--- src/rtl/iis_pkg.sv ---
package iis_pkg;

  localparam int unsigned DEF_MAX_WIDTH  = 1024;
  localparam int unsigned DEF_MAX_HEIGHT = 1024;
  localparam int unsigned QUEUE_DEPTH    = 2;

  localparam int unsigned PIXEL_W   = 8;
  localparam int unsigned AREA_W    = 28;
  localparam int unsigned DIM_W     = 11;
  localparam int unsigned DIM_CMP_W = 13;
  localparam int unsigned CFG_IDX_W = 2;

  localparam logic [CFG_IDX_W-1:0] CFG_IMAGE_WIDTH  = CFG_IDX_W'(0);
  localparam logic [CFG_IDX_W-1:0] CFG_IMAGE_HEIGHT = CFG_IDX_W'(1);

  typedef struct packed {
    logic first_row;
    logic row_end;
    logic frame_end;
  } pix_flags_t;

endpackage

--- src/rtl/iis_pixel_if.sv ---
interface iis_pixel_if;
  logic                        valid;
  logic                        ready;
  logic [iis_pkg::PIXEL_W-1:0] pixel;

  modport source (output valid, output pixel, input ready);
  modport sink (input valid, input pixel, output ready);
endinterface

--- src/rtl/iis_cfg_if.sv ---
interface iis_cfg_if;
  logic                          valid;
  logic                          ready;
  logic [iis_pkg::CFG_IDX_W-1:0] index;
  logic [iis_pkg::DIM_W-1:0]     data;

  modport source (output valid, output index, output data, input ready);
  modport sink (input valid, input index, input data, output ready);
endinterface

--- src/rtl/iis_front.sv ---
module iis_front #(
  parameter int unsigned MAX_WIDTH  = iis_pkg::DEF_MAX_WIDTH,
  parameter int unsigned MAX_HEIGHT = iis_pkg::DEF_MAX_HEIGHT,
  parameter int unsigned COL_W      = $clog2(MAX_WIDTH),
  parameter int unsigned SUM_W      = $clog2(MAX_WIDTH * 255 + 1)
) (
  input  logic                clk_i,
  input  logic                rst_ni,
  iis_pixel_if.sink           pix_i,
  iis_cfg_if.sink             cfg_i,
  input  logic                q_ready_i,
  output logic                q_push_o,
  output logic [SUM_W-1:0]    q_sum_o,
  output logic [COL_W-1:0]    q_col_o,
  output iis_pkg::pix_flags_t q_flags_o
);
  import iis_pkg::*;

  localparam int unsigned ROW_W = $clog2(MAX_HEIGHT);

  logic [DIM_CMP_W-1:0] width_q, height_q;
  logic [DIM_CMP_W-1:0] w_eff, h_eff;
  logic [DIM_CMP_W-1:0] col_inc, row_inc;
  logic [COL_W-1:0]     col_q;
  logic [ROW_W-1:0]     row_q;
  logic [SUM_W-1:0]     row_sum_q;
  logic [SUM_W-1:0]     sum;
  logic                 last_col, last_row;
  logic                 accept;

  always_comb begin
    if (width_q == '0) begin
      w_eff = DIM_CMP_W'(1);
    end else if (width_q > DIM_CMP_W'(MAX_WIDTH)) begin
      w_eff = DIM_CMP_W'(MAX_WIDTH);
    end else begin
      w_eff = width_q;
    end
    if (height_q == '0) begin
      h_eff = DIM_CMP_W'(1);
    end else if (height_q > DIM_CMP_W'(MAX_HEIGHT)) begin
      h_eff = DIM_CMP_W'(MAX_HEIGHT);
    end else begin
      h_eff = height_q;
    end
  end

  assign col_inc  = DIM_CMP_W'(col_q) + DIM_CMP_W'(1);
  assign row_inc  = DIM_CMP_W'(row_q) + DIM_CMP_W'(1);
  assign last_col = (col_inc >= w_eff);
  assign last_row = (row_inc >= h_eff);
  assign sum      = row_sum_q + SUM_W'(pix_i.pixel);

  assign accept      = pix_i.valid && q_ready_i;
  assign pix_i.ready = q_ready_i;
  assign cfg_i.ready = 1'b1;

  assign q_push_o            = accept;
  assign q_sum_o             = sum;
  assign q_col_o             = col_q;
  assign q_flags_o.first_row = (row_q == '0);
  assign q_flags_o.row_end   = last_col;
  assign q_flags_o.frame_end = last_col && last_row;

  always_ff @(posedge clk_i or negedge rst_ni) begin
    if (!rst_ni) begin
      width_q   <= DIM_CMP_W'(MAX_WIDTH);
      height_q  <= DIM_CMP_W'(MAX_HEIGHT);
      col_q     <= '0;
      row_q     <= '0;
      row_sum_q <= '0;
    end else begin
      if (cfg_i.valid) begin
        case (cfg_i.index)
          CFG_IMAGE_WIDTH:  width_q  <= DIM_CMP_W'(cfg_i.data);
          CFG_IMAGE_HEIGHT: height_q <= DIM_CMP_W'(cfg_i.data);
          default: ;
        endcase
      end
      if (accept) begin
        if (last_col) begin
          col_q     <= '0;
          row_sum_q <= '0;
          row_q     <= last_row ? '0 : ROW_W'(row_inc);
        end else begin
          col_q     <= COL_W'(col_inc);
          row_sum_q <= sum;
        end
      end
    end
  end

`ifndef SYNTHESIS
  a_col_wrap: assert property (@(posedge clk_i) disable iff (!rst_ni)
    accept && last_col |=> col_q == '0 && row_sum_q == '0)
    else $error("column counter did not wrap at row end");

  a_frame_wrap: assert property (@(posedge clk_i) disable iff (!rst_ni)
    accept && last_col && last_row |=> row_q == '0)
    else $error("row counter did not wrap at frame end");
`endif

endmodule

--- src/flat_wrapper.sv ---
// flat-port wrapper written by rule: the top's interface ports become plain ports
module iis_front_flat import iis_pkg::*;
#(
  parameter int unsigned MAX_WIDTH  = iis_pkg::DEF_MAX_WIDTH,
  parameter int unsigned MAX_HEIGHT = iis_pkg::DEF_MAX_HEIGHT,
  parameter int unsigned COL_W      = $clog2(MAX_WIDTH),
  parameter int unsigned SUM_W      = $clog2(MAX_WIDTH * 255 + 1)
)
  (clk_i, rst_ni, q_ready_i, q_push_o, q_sum_o, q_col_o, q_flags_o, pix_i_valid, pix_i_pixel, pix_i_ready, cfg_i_valid, cfg_i_index, cfg_i_data, cfg_i_ready);
  iis_pixel_if pix_i_i ();
  iis_cfg_if cfg_i_i ();
  input  logic clk_i;
  input  logic rst_ni;
  input  logic q_ready_i;
  output logic q_push_o;
  output logic [SUM_W-1:0] q_sum_o;
  output logic [COL_W-1:0] q_col_o;
  output iis_pkg::pix_flags_t q_flags_o;
  input wire logic [$bits(pix_i_i.valid)-1:0] pix_i_valid;
  input wire logic [$bits(pix_i_i.pixel)-1:0] pix_i_pixel;
  output wire logic [$bits(pix_i_i.ready)-1:0] pix_i_ready;
  input wire logic [$bits(cfg_i_i.valid)-1:0] cfg_i_valid;
  input wire logic [$bits(cfg_i_i.index)-1:0] cfg_i_index;
  input wire logic [$bits(cfg_i_i.data)-1:0] cfg_i_data;
  output wire logic [$bits(cfg_i_i.ready)-1:0] cfg_i_ready;
  assign pix_i_i.valid = pix_i_valid;
  assign pix_i_i.pixel = pix_i_pixel;
  assign pix_i_ready = pix_i_i.ready;
  assign cfg_i_i.valid = cfg_i_valid;
  assign cfg_i_i.index = cfg_i_index;
  assign cfg_i_i.data = cfg_i_data;
  assign cfg_i_ready = cfg_i_i.ready;
  iis_front #(.MAX_WIDTH(MAX_WIDTH), .MAX_HEIGHT(MAX_HEIGHT), .COL_W(COL_W), .SUM_W(SUM_W)) u_core (.clk_i(clk_i), .rst_ni(rst_ni), .pix_i(pix_i_i), .cfg_i(cfg_i_i), .q_ready_i(q_ready_i), .q_push_o(q_push_o), .q_sum_o(q_sum_o), .q_col_o(q_col_o), .q_flags_o(q_flags_o));
endmodule
--- config.mk ---
export PLATFORM = sky130hd
export DESIGN_NAME = iis_front_flat
export DESIGN_NICKNAME = d
export VERILOG_FILES = /design/src/rtl/iis_pkg.sv /design/src/rtl/iis_pixel_if.sv /design/src/rtl/iis_cfg_if.sv /design/src/rtl/iis_front.sv /design/src/flat_wrapper.sv
export SDC_FILE = /design/constraint.sdc
export NUM_CORES = 1
export LEC_CHECK = 0
export ABC_AREA = 1
export BUFFER_PORTS_ARGS = -buffer_cell sky130_fd_sc_hd__buf_4
export CORE_ASPECT_RATIO = 1.25
export CORE_MARGIN = 5
export CORE_UTILIZATION = 50
export CTS_CLUSTER_DIAMETER = 200
export CTS_CLUSTER_SIZE = 12
export DETAILED_ROUTE_END_ITERATION = 6
export MAX_ROUTING_LAYER = met4
export PLACE_DENSITY = 0.71
export SYNTH_ARGS = -nofsm -noshare
export SYNTH_HDL_FRONTEND = slang
export SYNTH_SLANG_ARGS = --single-unit
--- constraint.sdc ---
create_clock -name clk_i -period 5.75 [get_ports clk_i]
set_input_delay 0.2875 -clock clk_i [delete_from_list [all_inputs] [get_ports clk_i]]
set_output_delay 0.2875 -clock clk_i [all_outputs]
set_load 0.01 [all_outputs]
==> impl_results.md <==
- Status: complete, no violations
- Main synth FF type: dfrtp_1
- Post-CTS setup repair buffer count: 0
- Grt total ovfl: 0
- EDFF count, synth: 0
- Max-Cap Viols: 0
- Synth area leaders: dfrtp_1 34%, nand2_1 21%, ha_1 9.6%
- Placed inst area: 4765 um^2
- Via count: 3987
- DR pass1 iterations: 4
- Leading area contributor after synthesis: dfrtp_1
- # port buffers: 58
- Seq/Total Area, Yosys: 0.3514
- # resized after CTS: 0
- Cell variety after synth: 37
- Total power: 2.004 mW
- Startpoint types: flop
- Critical Path, Cell by Cell: ha_1 -> nand3_1 -> inv_1 -> nand4_1 -> nand2_1 -> inv_1 -> ha_1 -> nand2_1 -> nor2_1 -> nand2_1 -> nor2_1 -> nor2_1 -> nand3_1 -> and2_1 -> buf_4
- Vias in the first global route: 3982
- Final Max Slew Viols: 0
- Mapped cell area: 4280 um^2
- DRT antenna net count: 0
- DPL Wire Length: 7861 um
- CTS buffer count: 9
- Chip width: 92.76 um
- Routed length per instance: 13.05 um
- CTS max path bufs: 2
- Post-Syn Area per Cell: 6.937 um^2
- CP arrival: 3010 ps
- Pwr Density: 401.9 nW/um^2
- Initial antenna violation count: 0
- # setup viols final: 0
- Hold Violations, Final: 0
- Synthesized instance count: 617
- Detailed router's first-iteration violation count: 174
- M3 GR Usage: 0.04354
- Worst Path Buf+Inv: 3
- I/O Pins: 60
- Total core area: 8287 um^2
- Worst Skew: 8.694 ps
- Die area: 10520 um^2
- Final core occ: 0.6018
- Ys Warns: 0
- # DRC: 0
- Leak Pwr: 2.886 nW
- Hold_buf cts: 0
- Die H: 113.4 um
- Max IR drop VDD: 0.1593 mV
- Clk_lat worst skew: 340 ps
- Unrepaired setup endpoints after global routing: false
- Layer with the highest usage: met2
- Seq cells post-synth: 60
- Rows: 37
- Gp weighted congestion: 0.9420
- CTS Root Cell: clkbuf_8
- Clock slew at reported path FFs: 70 ps
- Worst Tran Pin Value: 770.4 ps
- Non-Filler Instances: 776
- Slew headroom: 0.4864
- WS Path Type: reg2out
- Number of vias per cell: 5.138
- Final WL: 10130 um
- Dpl cells: 760
- Min-delay worst type: in2async
- First-pass GRT wire length: 17350 um
- Cell family with most CP delay: simple AND/OR/NAND/NOR gates
- Critical path endpoint category: primary output
- Met2 Track Usage GR: 0.3630
- Fmax: 303.7 MHz
- CP max stage delay: 510 ps
- WP data required: 5460 ps
- Setup TNS: 0 ps
- CP max FO: 10
- Slowest CP cell: dfrtp_1
- Share of layout cells above drive strength 1: 0.1355
- Antenna diodes: 0
- GR Util All Layers: 0.2085
- Finished Cell Area: 4987 um^2
- Async SR Flop Fraction: 1.000
- Tmin final: 3293 ps
- Post-synth top area share: 0.3391
- Starting Density: 0.5165
- Htree depth: 3
- Mapped Nets: 677
- Final worst-path cycle share: 0.5727
- GR Layer Usage met1: 0.2314
- CTS sink count: 60
- TritonCTS clock tree: yes
- Fin nets: 734
- Largest net degree at the start of global routing: 61
- Layout overhead on the synthesized area: 16.52%
==> logic make-up (layout without fill, tap and decap cells) <==
kind of cell,after synthesis,after routing,share of synthesized area
AO/OA/AOI/OAI,60,60,0.07892
XOR/XNOR,15,15,0.03069
adder cells (fa/ha/maj),34,34,0.1011
buffers and inverters,105,167,0.09938
flip-flops,60,60,0.3514
other,1,1,0.0008761
AND/OR/NAND/NOR,342,342,0.3376
==> state kept, by name, summed over array words and instances (netlist names) <==
register and flops:
u_core.height_q 11, u_core.row_q 10, u_core.width_q 11, u_core.row_sum_q 18
u_core.q_col_o 10
==> worst register-to-register path: cells and delay by family (launching register included) <==
family | cells | cell delay [ps]
and+or+nand+nor | 9 | 1160
adders and majority gates | 2 | 500
DFF | 1 | 450
AOI/OAI and AO/OA | 2 | 350
xor gates and xnor gates | 1 | 210
==> synthesized netlist by cell type, drive strengths merged, types with 3 or more instances <==
master,count
and2,4
nor3,11
nand3b,4
buf,7
or2,3
o21ai,38
dfrtp,58
nand2,243
xnor2,3
nand3,27
nor2,37
inv,92
o22ai,5
xor2,12
nand4,12
ha,33
clkbuf,6
a21oi,9
==> path summary, 6_finish.rpt <==
| path | from | slack, ps | cells past startpoint | endpoint |
|---|---|---|---|---|
| max in group asynchronous | rst_ni | 5220 | 1 | u_core.row_q[0] |
| min in group clk_i | cfg_i_data[10] | 180 | 3 | u_core.width_q[10] |
| min | rst_ni | 10 | 1 | u_core.row_sum_q[0] |
| max | u_core.row_q[0] | 2460 | 15 | q_flags_o[0] |
| max reg2reg | u_core.q_col_o[0] | 3010 | 14 | u_core.row_sum_q[17] |
| min reg2reg | u_core.row_sum_q[6] | 490 | 2 | u_core.row_sum_q[6] |
==> metal layers <==
| metal | part of all wire | vias to the layer above |
|---|---|---|
| met5 | 0 | - |
| met4 | 0.025 | 0 |
| met3 | 0.045 | 26 |
| met2 | 0.51 | 97 |
| met1 | 0.42 | 1814 |
| li1 | - | 2050 |
==> placed cells by master (no fill, tap or decap), types with 2 or more instances in the layout <==
cell type	n
nand3b_1	4
dfrtp_1	58
or2_2	3
o21ai_0	34
a21oi_1	9
a21o_1	2
dfstp_2	2
and2_1	4
nand3_1	26
nor2_2	2
inv_1	90
inv_2	2
o21ai_1	4
clkbuf_8	9
nand2_4	2
xnor2_1	3
nor3_1	11
nand2_2	3
nand4_1	12
clkinv_4	2
ha_1	33
bufinv_16	2
buf_4	59
xor2_1	12
o22ai_1	5
nand2_1	238
o31ai_1	2
nor2_1	34
==> where the power goes <==
part	switching, mW	total (mW)	internal (mW)
clock	0.185	0.431	0.246
sequential	0.0934	0.607	0.514
combinational	0.563	0.966	0.403
==> cell type report <==
cell class / count / area [um^2]
clock inverters: 7 / 98.84
well taps: 97 / 121.4
flip-flops and latches: 60 / 1504
repair buffers: 59 / 442.9
fillers: 822 / 3299
clock buffers: 9 / 123.9
multi-input cells: 452 / 2351
inverters: 92 / 345.3
==> metrics by stage <==
stage / setup WS [ps] / hold WS (ps)
floorplan: 3260 / -8.091
global placement: 2915 / 411.2
detailed placement: 2838 / 418.1
CTS: 2446 / 44.14
global route: 2175 / 83.55
finish: 2457 / 14.87
Note: power is estimated with default switching activity, not from simulation.
