==> config.mk <==
export PLATFORM = sky130hd
export DESIGN_NAME = iis_fifo
export DESIGN_NICKNAME = d
export VERILOG_FILES = /design/src/rtl/iis_fifo.sv
export SDC_FILE = /design/constraint.sdc
export NUM_CORES = 1
export LEC_CHECK = 0
export ABC_AREA = 1
export BUFFER_PORTS_ARGS = -buffer_cell sky130_fd_sc_hd__buf_2
export CAP_MARGIN = 40
export CORE_ASPECT_RATIO = 1.1
export CORE_MARGIN = 4
export CORE_UTILIZATION = 49
export DETAILED_ROUTE_END_ITERATION = 12
export MAX_ROUTING_LAYER = met4
export PLACE_DENSITY = 0.77
export SKIP_LAST_GASP = 1
export SLEW_MARGIN = 40
export SYNTH_ARGS = -nofsm -noshare
export SYNTH_HDL_FRONTEND = slang
export SYNTH_SLANG_ARGS = --single-unit
==> constraint.sdc <==
create_clock -name clk_i -period 1.7 [get_ports clk_i]
set_input_delay 0.34 -clock clk_i [delete_from_list [all_inputs] [get_ports clk_i]]
set_output_delay 0.34 -clock clk_i [all_outputs]
set_load 0.05 [all_outputs]
==> src/rtl/iis_fifo.sv <==
module iis_fifo #(
  parameter int unsigned WIDTH = 8,
  parameter int unsigned DEPTH = 2
) (
  input  logic             clk_i,
  input  logic             rst_ni,
  input  logic             push_i,
  input  logic [WIDTH-1:0] push_data_i,
  output logic             full_o,
  input  logic             pop_i,
  output logic [WIDTH-1:0] pop_data_o,
  output logic             empty_o
);

  localparam int unsigned PTR_W = (DEPTH > 1) ? $clog2(DEPTH) : 1;
  localparam int unsigned CNT_W = $clog2(DEPTH + 1);

  logic [WIDTH-1:0] slot_q [DEPTH];
  logic [PTR_W-1:0] wr_ptr_q, rd_ptr_q;
  logic [CNT_W-1:0] count_q;
  logic             do_push, do_pop;

  assign full_o     = (count_q == CNT_W'(DEPTH));
  assign empty_o    = (count_q == '0);
  assign do_push    = push_i && !full_o;
  assign do_pop     = pop_i && !empty_o;
  assign pop_data_o = slot_q[rd_ptr_q];

  always_ff @(posedge clk_i or negedge rst_ni) begin
    if (!rst_ni) begin
      wr_ptr_q <= '0;
      rd_ptr_q <= '0;
      count_q  <= '0;
    end else begin
      if (do_push) begin
        wr_ptr_q <= (wr_ptr_q == PTR_W'(DEPTH - 1)) ? '0 : wr_ptr_q + PTR_W'(1);
      end
      if (do_pop) begin
        rd_ptr_q <= (rd_ptr_q == PTR_W'(DEPTH - 1)) ? '0 : rd_ptr_q + PTR_W'(1);
      end
      if (do_push && !do_pop) begin
        count_q <= count_q + CNT_W'(1);
      end else if (do_pop && !do_push) begin
        count_q <= count_q - CNT_W'(1);
      end
    end
  end

  always_ff @(posedge clk_i) begin
    if (do_push) begin
      slot_q[wr_ptr_q] <= push_data_i;
    end
  end

`ifndef SYNTHESIS
  a_count_bound: assert property (@(posedge clk_i) disable iff (!rst_ni)
    count_q <= CNT_W'(DEPTH))
    else $error("queue holds more words than it has slots");
`endif

endmodule

==> results of run 1 <==
==> worst register-to-register path: stages (launching register included) <==
cell and delay, ns:
dfrtp_1 0.47, o21ai_0 0.27, ha_1 0.30, inv_1 0.08, nand3_1 0.07, nand2_1 0.06
nand2_1 0.04
==> where the power goes <==
part	switching [mW]	internal, mW	total [mW]
logic	0.763	0.327	1.09
clock network	0.142	0.131	0.273
registers	0.0876	0.683	0.770
total	0.993	1.14	2.13
==> through the flow <==
step | hold WS, ns | area, um2 | utilization, % | instances
5_1_grt | 0.207 | 1030 | 66.2 | 119
6_report | 0.228 | 1030 | 66.2 | 119
3_3_place_gp | 0.151 | 946 | 60.7 | 112
3_5_place_dp | 0.155 | 946 | 60.7 | 112
2_1_floorplan | 0.0444 | 810 | - | 73
4_1_cts | 0.220 | 1010 | 65.1 | 117
==> per-layer routing <==
metal | track usage [%] | wire length (um)
met5 | - | 0
met4 | 6.91 | 21
met3 | 3.58 | 84
met2 | 25.2 | 809
met1 | 14.4 | 603
==> registers in the layout, indices dropped and copies added, names as in the netlist <==
signal / cells
count_q: 2
rd_ptr_q: 1
slot_q: 16
wr_ptr_q: 1
==> logic make-up after synthesis <==
kind of cell / Yosys count
simple gates: 40
flops: 20
buf+inv: 9
compound gates: 2
xor+xnor: 1
fa+ha+maj: 1
==> what timing repair did <==
item                                    4_1_cts  5_1_grt
cloned                                        0        0
pin swaps                                     0        0
buffers inserted                              0        2
endpoints found under the setup margin        8        8
gates resized for setup                       9        1
hold endpoints to repair                      4        0
hold buffers                                  1        0
==> Yosys cell counts, drive strengths merged <==
library cell | n | area (um2)
nand2 | 33 | 124
edfxtp | 16 | 480
inv | 8 | 30.0
dfrtp | 4 | 100
nor2 | 4 | 20.0
o21ai | 2 | 10.0
buf | 1 | 5.00
ha | 1 | 12.5
nand3 | 1 | 5.00
nand3b | 1 | 7.51
nand4 | 1 | 6.26
xnor2 | 1 | 8.76
==> cell type report <==
| cell class | count | share of cell area [%] |
|---|---|---|
| inverter | 8 | 3.16 |
| tap | 17 | 2.06 |
| timing repair buffer | 26 | 16.0 |
| sequential | 20 | 56.4 |
| clock buffer | 4 | 3.52 |
| multi-input combinational | 44 | 18.8 |
==> final timing paths <==
kind | startpoint | endpoint | slack (ns) | cells past startpoint
worst max-delay path | rd_ptr_q | pop_data_o[1] | 0.12 | 4
worst min-delay path | push_data_i[4] | slot_q[0][4] | 0.23 | 1
worst max register to register | count_q[0] | count_q[1] | 0.31 | 6
worst min register to register | wr_ptr_q | wr_ptr_q | 0.50 | 2
max in group asynchronous | rst_ni | rd_ptr_q | 1.20 | 2
min in group asynchronous | rst_ni | wr_ptr_q | 0.36 | 2
==> reports/results.txt, run 1 <==
Hold Path Class: in2reg
Netlist Area Pre-Place: 810 um2
ANT cells: 0
Setup WS post-layout: 0.124 ns
DRT antenna net count: 0
total gr overflow: 0
fmax: 635 MHz
Die ar.: 2370 um2
maximum level of the CTS H-tree: 1
Routed Wire Length: 1520 um
RD Place Congestion: 0.821
Top delay family on crit path: flip-flops
drt pass-1 iters: 4
DRC: 0
CP Buf/Inv Count: 2
core footprint: 1560 um2
crit end category: output pin
Adder-Cell Fraction of Synth Area: 1.55%
min cycle time layout: 1.58 ns
Reg clk slew, reported paths: 0.11 ns
area grow syn2layout: 27.4%
fin crit share: 92.7%
total negative setup slack: 0 ns
Yosys reg bits: 20
Clock Path Buffers: 2
static leakage: 0.495 nW
Vias per Instance: 4.84
layout cells sized above 1: 32.4%
Die Width: 46.8 um
startpoint types: flop
Synth Area in Compound Gates: 1.24%
RSZ-0062 raised after global routing: no
Synth Net Count: 86
Setup Viol. Count Final: 0
simple logic cell fraction of the synthesized area: 20.1%
slowest CP cell: dfrtp_2
WL per Instance: 12.8 um
Worst-Skew Late Latency: 0.30 ns
final net count: 116
most frequent CP cell: nand2_1
Yosys cell types: 14
Tightest Pin Transition: 0.318 ns
TritonCTS Sinks: 20
CP arrival: 1.24 ns
cell count after synthesis: 73
Starting Density: 52.0%
Max Slew Vio Count: 0
skew final: 0.00778 ns
first-pass GRT wire length: 2300 um
largest family of logic cells by synthesized area: simple AND/OR/NAND/NOR gates
final hold viol count: 0
Rows: 15
initial DRC count: 9
vias in the first global route: 559
Crit Path Class: reg2out
Die Span Y: 50.6 um
CP required: 1.36 ns
total track usage: 14.5%
most frequent cells in the layout: nand2_1, edfxtp_1, buf_2
areal power density over the cells: 2070 nW/um2
Max FO, Critical Path: 9
Post-Synth XOR/XNOR Area: 1.08%
status: finished, final reports clean
sequential cell area: 582 um2
CTS tree: built
pre-CTS WS: 0.240 ns
largest net degree at the start of global routing: 12
max-cap violations: 0
Root Buffer: clkbuf_4
VDD IR max: 1.25 mV
yosys warns: 0
most common cell after layout, fill and taps aside: nand2_1
Slew headroom: 78.8%
syn avg cell area: 11.1 um2
mux contribution to synthesized area: 0%
footprint of the multi-input gates: 194 um2
initial antenna violation count: 0
PortBufs: 21
Post-DP HPWL: 1120 um
via count: 576
io pins: 22
worst-path cell chain: inv_4 > nand2_1 > nand2_1 > buf_4
Pwr Total: 2.13 mW
number of buffers created by CTS: 3
filler cell count: 124
largest stage delay on the critical path: 0.48 ns
sequential area share after synthesis: 71.7%
Note: power is estimated with default switching activity, not from simulation.
==> run 2: changes to the inputs <==
ABC_AREA = not set   (was 1)
CORE_UTILIZATION = 48   (was 49)
PLACE_DENSITY = 0.76   (was 0.77)
==> reports/results.txt, run 2 <==
status: finished, final reports clean
sw power: 0.817 mW (-18%)
clock power share: 11.5% (-1.3 points)
largest reg by FF count: slot_q
largest family of logic cells by synthesized area: multiplexers
Die Width: 46.5 um (-0.58%)
hold path depth: 1 (unchanged)
Root Buffer: clkbuf_4
drt pass-1 iters: 3 (-1)
Routed Wire Length: 1200 um (-21%)
most frequent cells in the layout: buf_2, edfxtp_1, mux2_1
max-cap violations: 0 (unchanged)
Die Span Y: 50.3 um (-0.59%)
ys flop type: edfxtp_1
Max FO, Critical Path: 9 (unchanged)
maximum level of the CTS H-tree: 1 (unchanged)
biggest regs: slot_q (16), count_q (2)
RSZ-0062 raised after global routing: yes
met1 WL: 501 um (-17%)
CP endpoint: pop_data_o[2]
top-area cell type share of the netlist area: 61.4% (+2.1 points)
min cycle time layout: 1.68 ns (+0.105 ns)
Synth Net Count: 57 (-34%)
VDD IR max: 1.04 mV (-17%)
area grow syn2layout: 22.2%
RD Place Congestion: 0.618 (-25%)
DR WL met3: 80 um (-4.8%)
syn avg cell area: 17.8 um2 (+60%)
Hold Path Class: in2reg
Yosys reg bits: 20 (unchanged)
Switching Fraction: 43.7% (-2.8 points)
TritonCTS Sinks: 20 (unchanged)
critical path launch point: rd_ptr_q
share of synthesized flip-flops with an asynchronous set or reset: 20.0% (unchanged)
Setup WS post-layout: 0.0198 ns (-0.105 ns)
Top Layer Used: met4
PortBufs: 21 (unchanged)
Setup Viol. Count Final: 0 (unchanged)
crit end category: output pin
Seq pwr share: 42.4% (+6.3 points)
startpoint types: flop
worst reg2reg path endpoint: count_q[1]
Post-DP HPWL: 927 um (-17%)
Post-synth EDFFs: 16 (unchanged)
Post-Route Utilization: 61.4% (-4.8 points)
cell count of the worst reg-to-reg path: 6 (unchanged)
largest cells by area after synthesis: edfxtp_1, dfrtp_1, mux2_1
sequential area share after synthesis: 74.2% (+2.5 points)
simple logic cell fraction of the synthesized area: 3.84% (-16 points)
CTS tree: built
Max Slew Vio Count: 0 (unchanged)
Die ar.: 2340 um2 (-1.2%)
reg-to-reg slack, setup: 0.23 ns (-0.08 ns)
max FFs per register: 16 (unchanged)
Worst-Skew Late Latency: 0.29 ns (about the same)
Slew headroom: 75.0% (-3.8 points)
fmax: 595 MHz (-6.2%)
most common cell after layout, fill and taps aside: buf_2
Reg2Reg Launch Point: count_q[0]
Post-Synth XOR/XNOR Area: 6.56% (+5.5 points)
filler cell count: 124 (unchanged)
Netlist Area Pre-Place: 782 um2 (-3.4%)
Starting Density: 50.2% (-1.8 points)
CP arrival: 1.34 ns (+0.10 ns)
Synth area leader: edfxtp_1
vias in the first global route: 447 (-20%)
WL per Instance: 13.7 um (+7.2%)
total gr overflow: 0 (unchanged)
number of buffers created by CTS: 3 (unchanged)
io pins: 22 (unchanged)
areal power density over the cells: 1950 nW/um2 (-5.5%)
Yosys cell types: 15 (+1)
Synth Area in Compound Gates: 0.640% (-0.60 points)
final hold viol count: 0 (unchanged)
DRT antenna net count: 0 (unchanged)
Reg clk slew, reported paths: 0.10 ns (about the same)
mux contribution to synthesized area: 11.5% (+12 points)
layout cells sized above 1: 43.7% (+11 points)
Crit Path Class: reg2out
skew final: 0.00605 ns (-0.00173 ns)
Clock Path Buffers: 2 (unchanged)
combinational power share: 46.1% (-5.0 points)
Tightest Pin Transition: 0.375 ns (+0.0570 ns)
fin cells: 88 (-26%)
met2 routed WL: 597 um (-26%)
pre-CTS WS: 0.220 ns (-0.0195 ns)
DRC: 0 (unchanged)
first-pass GRT wire length: 2050 um (-11%)
cell count after synthesis: 44 (-40%)
largest net degree at the start of global routing: 12 (unchanged)
Rows: 15 (unchanged)
initial DRC count: 8 (-1)
yosys warns: 0 (unchanged)
count leader, synth: edfxtp_1
cell count after placement: 82 (-27%)
Adder-Cell Fraction of Synth Area: 1.60% (+0.054 points)
via count: 429 (-26%)
core footprint: 1560 um2 (unchanged)
Post-synth top cells: edfxtp_1, mux2_1, dfrtp_1, nor2_1
Vias per Instance: 4.88 (+0.72%)
CP required: 1.36 ns (about the same)
P_int: 1.05 mW (-7.8%)
static leakage: 0.403 nW (-19%)
ANT cells: 0 (unchanged)
fin crit share: 98.8% (+6.2 points)
initial antenna violation count: 0 (unchanged)
Hold Startpoint: push_data_i[7]
total track usage: 13.6% (-0.89 points)
final net count: 85 (-27%)
run 2: cell types whose count changed in the layout (fill, tap and decap cells not counted), sizes merged, moves of 2 or more:
cell,change
buf,-2
inv,-6
mux2,+8
nand2,-32
xnor2,+2
xor2,+2
run 2: cell families (layout without fill, tap and decap cells):
logic type,Yosys count,in the layout
flops,20,20
mux,8,8
simple gates,6,6
xor+xnor,5,5
buf+inv,3,30
fa+ha+maj,1,1
compound gates,1,1
run 2: worst min path at each step:
| stage | end |
|---|---|
| floorplan | count_q[0] |
| global placement | count_q[0] |
| detailed placement | count_q[0] |
| CTS | slot_q[0][7] |
| global route | slot_q[1][7] |
| finish | slot_q[1][7] |
run 2: repair_timing:
item	CTS	global route
hold buffers	1	0
setup buffers	1	0
resized for setup	1	0
hold endpoints to repair	4	0
setup endpoints to repair	8	8
run 2: area by class of cell:
| class | instances | area (um2) | area share (%) |
|---|---|---|---|
| sequential | 20 | 582 | 60.9 |
| multi-input combinational | 21 | 189 | 19.8 |
| clock buffer | 3 | 22.5 | 2.36 |
| inverter | 2 | 7.51 | 0.785 |
| tap | 17 | 21.3 | 2.23 |
| clock inverter | 1 | 3.75 | 0.393 |
| timing repair buffer | 24 | 130 | 13.6 |
run 2: per-stage QoR:
step / area [um2] / power (mW) / hold WS, ns / setup TNS [ns]
after floorplan: 782 / 1.47 / 0.0444 / 0
after global placement: 911 / 1.63 / 0.151 / 0
after detailed placement: 911 / 1.65 / 0.151 / 0
after CTS: 956 / 1.89 / 0.220 / 0
after global routing: 956 / 1.99 / 0.206 / -0.390
final: 956 / 1.87 / 0.230 / 0
run 2: per-layer routing:
metal	up-vias	track usage (%)
li1	211	-
met1	201	15.9
met2	15	18.8
met3	2	4.66
met4	0	9.95
met5	-	-
run 2: power by group through the flow:
stage / combinational (mW) / clock, mW / sequential [mW]
floorplan: 0.724 / 0 / 0.746
global placement: 0.837 / 0 / 0.796
detailed placement: 0.853 / 0 / 0.801
CTS: 0.873 / 0.226 / 0.794
global route: 0.924 / 0.255 / 0.809
finish: 0.862 / 0.214 / 0.792
run 2: critical path, stage by stage (launching register included):
cell and delay [ns]:
dfrtp_2 0.49, mux2_2 0.36, buf_2 0.21
